**src/rtl/twbd_pkg.sv**
```systemverilog
// ----------------------------------------------------------------------------
// twbd_pkg: shared types and constants
// Q-format constants, CORDIC arctangent table and register indexes.
// ----------------------------------------------------------------------------
package twbd_pkg;

   localparam int MAX_STAGES            = 24;
   localparam int CORDIC_STAGES_DEFAULT = 16;

   localparam logic signed [36:0] TWO_PI_Q32      = 37'sd26986075410;
   localparam logic signed [36:0] PI_Q32          = 37'sd13493037705;
   localparam logic signed [36:0] HALF_PI_Q32     = 37'sd6746518852;
   localparam logic signed [33:0] CORDIC_GAIN_Q30 = 34'sd652032874;
   // floor(2^64 / TWO_PI_Q32): quotient estimate for the phase reduction
   localparam logic [29:0]        INV_TWO_PI_Q32  = 30'd683565275;

   // register indexes
   localparam logic [2:0] REG_AMP    = 3'd0;
   localparam logic [2:0] REG_OMEGA  = 3'd1;
   localparam logic [2:0] REG_BLEN   = 3'd2;
   localparam logic [2:0] REG_INVLEN = 3'd3;
   localparam logic [2:0] REG_ORIGIN = 3'd4;
   localparam logic [2:0] REG_AXIS   = 3'd5;
   localparam logic [2:0] REG_WAVE   = 3'd6;

   // one CORDIC cell's data
   typedef struct packed {
      logic              vld;
      logic signed [33:0] x;
      logic signed [33:0] y;
      logic signed [33:0] z;
   } cordic_type;

   function automatic logic signed [33:0] atan_q30(input int i);
      logic signed [33:0] v;
      case (i)
         0:  v = 34'sh3243F6A8;
         1:  v = 34'sh1DAC6705;
         2:  v = 34'sh0FADBAFC;
         3:  v = 34'sh07F56EA6;
         4:  v = 34'sh03FEAB76;
         5:  v = 34'sh01FFD55B;
         6:  v = 34'sh00FFFAAA;
         7:  v = 34'sh007FFF55;
         8:  v = 34'sh003FFFEA;
         9:  v = 34'sh001FFFFD;
         10: v = 34'sh000FFFFF;
         11: v = 34'sh0007FFFF;
         12: v = 34'sh0003FFFF;
         13: v = 34'sh0001FFFF;
         14: v = 34'sh0000FFFF;
         15: v = 34'sh00007FFF;
         16: v = 34'sh00003FFF;
         17: v = 34'sh00001FFF;
         18: v = 34'sh00000FFF;
         19: v = 34'sh000007FF;
         20: v = 34'sh000003FF;
         21: v = 34'sh000001FF;
         22: v = 34'sh000000FF;
         default: v = 34'sh0000007F;
      endcase
      return v;
   endfunction

   // round16 of a product: floor((v + 2^15) / 2^16)
   function automatic logic signed [79:0] rnd16(input logic signed [79:0] v);
      logic signed [79:0] t;
      t = v + 80'sd32768;
      return t >>> 16;
   endfunction

   function automatic logic signed [31:0] sat32(input logic signed [79:0] v);
      logic signed [31:0] r;
      if (v > 80'sd2147483647) r = 32'sh7FFFFFFF;
      else if (v < -80'sd2147483648) r = 32'sh80000000;
      else r = v[31:0];
      return r;
   endfunction

   function automatic logic is_clip(input logic signed [79:0] v);
      return (v > 80'sd2147483647) || (v < -80'sd2147483648);
   endfunction

endpackage

```
**src/rtl/twbd_cordic_cell.sv**
```systemverilog
// ----------------------------------------------------------------------------
// twbd_cordic_cell: one CORDIC rotation cell
// Rotates by +/- atan(2^-STAGE) and hands the vector to the next cell.
// ----------------------------------------------------------------------------
module twbd_cordic_cell
   import twbd_pkg::*;
#(
   parameter int STAGE = 0
) (
   input  logic       clock,
   input  logic       reset,
   input  logic       enable,
   input  cordic_type cell_in,
   output cordic_type cell_out
);

   cordic_type cell_ff, cell_in_nx;
   logic signed [33:0] dx, dy;

   // rotate toward zero residual angle
   always_comb begin
      dx = cell_in.y >>> STAGE;
      dy = cell_in.x >>> STAGE;
      cell_in_nx = cell_in;
      if (!cell_in.z[33]) begin
         cell_in_nx.x = cell_in.x - dx;
         cell_in_nx.y = cell_in.y + dy;
         cell_in_nx.z = cell_in.z - atan_q30(STAGE);
      end else begin
         cell_in_nx.x = cell_in.x + dx;
         cell_in_nx.y = cell_in.y - dy;
         cell_in_nx.z = cell_in.z + atan_q30(STAGE);
      end
   end

   always_ff @(posedge clock) begin
      if (reset) begin
         cell_ff.vld <= 1'b0;
      end else if (enable) begin
         cell_ff.vld <= cell_in_nx.vld;
      end
      if (enable) begin
         cell_ff.x <= cell_in_nx.x;
         cell_ff.y <= cell_in_nx.y;
         cell_ff.z <= cell_in_nx.z;
      end
   end

   assign cell_out = cell_ff;

endmodule
```
**config.mk**
```make
export PLATFORM = sky130hd
export DESIGN_NAME = twbd_cordic_cell
export DESIGN_NICKNAME = d
export VERILOG_FILES = /design/src/rtl/twbd_pkg.sv /design/src/rtl/twbd_cordic_cell.sv
export SDC_FILE = /design/constraint.sdc
export NUM_CORES = 1
export LEC_CHECK = 0
export BUFFER_PORTS_ARGS = -buffer_cell sky130_fd_sc_hd__buf_2
export CORE_MARGIN = 3
export CORE_UTILIZATION = 41
export DETAILED_ROUTE_END_ITERATION = 7
export GPL_ROUTABILITY_DRIVEN = 1
export SLEW_MARGIN = 25
export SYNTH_ARGS = -nofsm -noshare
export SYNTH_HDL_FRONTEND = slang
export SYNTH_SLANG_ARGS = --single-unit
```
**constraint.sdc**
```tcl
create_clock -name clock -period 9.1 [get_ports clock]
set_input_delay 0.91 -clock clock [delete_from_list [all_inputs] [get_ports clock]]
set_output_delay 0.91 -clock clock [all_outputs]
set_load 0.05 [all_outputs]
```
======== Yosys cells after proc, flatten, opt, wreduce, memory -nomap -nowiden ========
Index checks and enable logic that the tools add are counted.
operators by class
  add/sub/neg operators ................... 5
  mux-type cells .......................... 1
operator list
  kind                                                                   number
  102-bit 2-to-1 mux                                                     1
  34-bit subtractor                                                      2
  34-bit by 31-bit adder with 34-bit output, second input constant       1
  34-bit adder                                                           1
  34-bit by 31-bit subtractor with 34-bit output, second input constant  1
word-level totals
  register bits ........................... 103
  input port bits ......................... 106
  output and inout port bits .............. 103

======== Depth between registers and ports, before layout ========
  depth in word-level cells ............... 2
  depth in mapped cells ................... 13
  gate-level depth less buffers ........... 12

======== Least setup slack after synthesis ========
No wires, ideal clock.
  path kind ............................... input to register
  start ................................... in cell_in[33] (netlist name)
  end ..................................... reg cell_ff (netlist bit cell_out[31]) (data pin)
  setup time .............................. 0.258 ns
  data arrival time ....................... 4.003 ns
  data required time ...................... 8.842 ns
  path slack .............................. 4.839 ns
  cell stages on the path ................. 13
  path buffers ............................ 2
  path through ............................ inv_1 -> clkbuf_1 -> buf_1 -> ha_1 -> nand4_1 -> nor3_1 -> o221ai_1 -> a31oi_1 -> a41oi_1 -> or2_2 -> o311ai_0 -> a21oi_1 -> xnor2_1
RTL lines
  what                line                    source
  start: declaration  twbd_cordic_cell.sv:13  input cordic_type cell_in,
  end: declaration    twbd_cordic_cell.sv:17  cordic_type cell_ff, cell_in_nx;

==> reports/qor.csv <==
stage,metric,value,unit
pwr,PwrDens,166.3,mW/mm²
grt,met2 usage in global routing,36.70,%
floorplanning,die area,0.02679,mm²
grt,global-route usage over all layers,22.93,%
sta,Max Freq,239.4,MHz
grt,GR peak layer,met2,
yosys,top_reg_cell synth,edfxtp_1,
setup_path,Arrival @ worst endpoint,4.29,ns
yosys,Mapped Area,0.01019,mm²
sta,# setup viols final,0,
cts,clk sinks,102,
yosys,Ys Warns,0,
floorplanning,Initial Util,41.79,%
placement,gpl congestion,0.9698,
yosys,Post-synth ARST share,0,%
grt,vias in the first global route,8961,
detailed_routing,WL final,31910,µm
cts,"Reg clk slew, reported paths",0.08,ns
placement,DP Worst Slack,4.496,ns
final_layout,"most common cell after layout, fill and taps aside",buf_2,
yosys,"FF+latch count, synth",102,
grt,total grt overflow,0,
sta,setup tns final,0,ns
final_layout,most frequent cells in the layout,"buf_2 (206), a21oi_1 (156), ha_1 (128)",
worst_hold_path,Hold WC Path Type,flip-flop to flip-flop,
sta,Slew headroom,41.10,%
grt,antenna violations before repair,0,
sta,unrepaired setup endpoints after global routing,false,
setup_path,CP Capture Type,flip-flop,
sta,Worst-Margin Slew,0.8768,ns
yosys,Cells after Synth,1199,
pwr,leakage power,0.005206,µW
final_layout,share of layout cells above drive strength 1,17.67,%
grt,met3 Usage GRT,3.196,%
flow_run,Max Cap Viol,0,
floorplanning,Die Ht,163.7,µm
detailed_routing,drt wl/cell,18.71,µm
cts,hold-fix buffer count after cts,0,
cts,clock buffer depth,2,
yosys,"Seq/Total Area, Yosys",29.95,%
floorplanning,Row Count,57,
yosys,Post-Syn Nets,1437,
grt,met1 Use GR,32.72,%
yosys,number of synthesized flops with an enable pin,101,
detailed_routing,# DRC,0,
final_layout,nets@finish,1614,
final_layout,synth-to-layout area growth,15.58,%
placement,IO buf count,208,
setup_path,CP Launch Type,input pin,
status,outcome,finished clean,
placement,dpl hpwl,25450,µm
floorplanning,total core area,0.02439,mm²
cts,CTS H-tree lvls,3,
detailed_routing,via count,9622,
yosys,mean post-synth cell area,8.501,µm²
final_layout,ant diodes,0,
grt,first-pass GRT wire length,48850,µm
detailed_routing,Iter 0 DRT Violations,1053,
setup_path,Required @ worst endpoint,9.22,ns
setup_path,crit path kind,input pin to flip-flop,
cts,worst skew pair latency,0.35,ns
detailed_routing,Via density,5.643,
yosys,Yosys top cell area share,29.76,%
pwr,Peak VDD IR,0.1058,mV
sta,final worst setup slack,4.922,ns
floorplanning,io pins,209,
sta,Slew Limit Fails,0,
detailed_routing,first-pass detailed-route iteration total,6,
sta,min Tclk post-route,4.178,ns
sta,Final Hold Fails,0,
floorplanning,die width,163.7,µm
cts,CTS tree,built,
yosys,count of different cell masters after synthesis,66,
final_layout,max reg flops,102,
yosys,Synth area leaders,"edfxtp_1 (30%), ha_1 (16%), a21oi_1 (7.7%), xnor2_1 (6.3%), inv_1 (4.1%)",
cts,Post-CTS Setup Bufs,0,
yosys,cell taking the most area after synthesis,edfxtp_1,
detailed_routing,Final ANT Viol Nets,0,
cts,clock root cell,clkbuf_16,
sta,Final Skew,0,ns
sta,fin crit share,45.91,%
cts,total CTS buffers,9,
cts,# resized after CTS,0,
grt,largest net degree at the start of global routing,66,
setup_path,Critical Path Fanout Max,56,
[final cells by class]
cell class	instances	area, µm²
clock inverter	7	66.31
fill	2460	12610
clock buffer	9	225.2
multi-input combinational	934	6519
timing repair buffer	211	1069
sequential	102	3053
inverter	118	442.9
tap	324	405.4
[through the flow]
| step | hold WS [ns] | area (µm²) | total power (µW) | utilization (%) | cells |
|---|---|---|---|---|---|
| 3_3_place_gp | 0.4716 | 11490 | 1568 | 47.10 | 1689 |
| 2_1_floorplan | 0.7326 | 10190 | 1317 | - | 1199 |
| 3_5_place_dp | 0.4905 | 11490 | 1569 | 47.10 | 1689 |
| 4_1_cts | 0.5099 | 11780 | 1965 | 48.30 | 1705 |
| 6_report | 0.5042 | 11780 | 1959 | 48.30 | 1705 |
| 5_1_grt | 0.5544 | 11780 | 2059 | 48.30 | 1705 |
[metal layers]
layer | vias to the layer above | part of all wire, %
met1 | 4441 | 46
met2 | 449 | 45
met5 | - | 0
li1 | 4688 | -
met3 | 44 | 7.6
met4 | 0 | 1.9
[path summary, 6_finish.rpt]
path	endpoint	slack [ns]	start	depth (start not counted)
max	cell_out[31]	4.92	cell_in[33]	13
min reg2reg	cell_out[102]	0.50	cell_out[102]	2
min	cell_out[102]	0.50	cell_out[102]	2
max reg2reg	cell_out[102]	8.52	cell_out[102]	2
[report_power, final]
group	leakage [µW]	switching [µW]	internal [µW]	total (µW)
combinational	0.00407	660	262	923
clock	0.000138	201	193	394
sequential	0.000997	22.2	621	643
[cell families (layout without fill, tap and decap cells)]
group                      after synthesis  after routing  synth area share (%)
AOI/OAI and AO/OA                      415            415                 25.17
xor gates and xnor gates                89             89                 7.648
and+or+nand+nor                        284            284                 13.27
DFF                                    102            102                 29.95
muxes                                   14             14                 1.375
buffers and inverters                  163            345                 6.089
adders and majority gates              132            132                 16.50
[critical path, cell delays in order]
cell	delay (ns)
buf_4	0.35
inv_2	0.04
buf_4	0.32
ha_1	0.49
nand4_1	0.14
nor3_1	0.24
o221ai_1	0.18
a31oi_1	0.36
a41oi_1	0.21
or2_2	0.36
o311ai_0	0.38
a21oi_1	0.14
xnor2_1	0.13
[Yosys cell counts (7+ instances only)]
library cell / number
nand4_1: 14
nand3_1: 17
a21o_1: 22
inv_1: 112
clkbuf_1: 33
xnor2_1: 73
o211ai_1: 12
o21bai_1: 27
a211oi_1: 20
buf_1: 7
xor2_1: 16
o31ai_1: 17
ha_1: 128
nor2b_1: 13
o21a_1: 9
nor3_1: 27
nand2b_1: 14
edfxtp_1: 101
or3_1: 12
a21oi_1: 156
a31oi_1: 14
or2_2: 7
nor4_1: 10
mux2i_1: 14
o21ai_0: 84
nor2_1: 97
nand2_1: 59
Power figures use the tool's default switching activity.
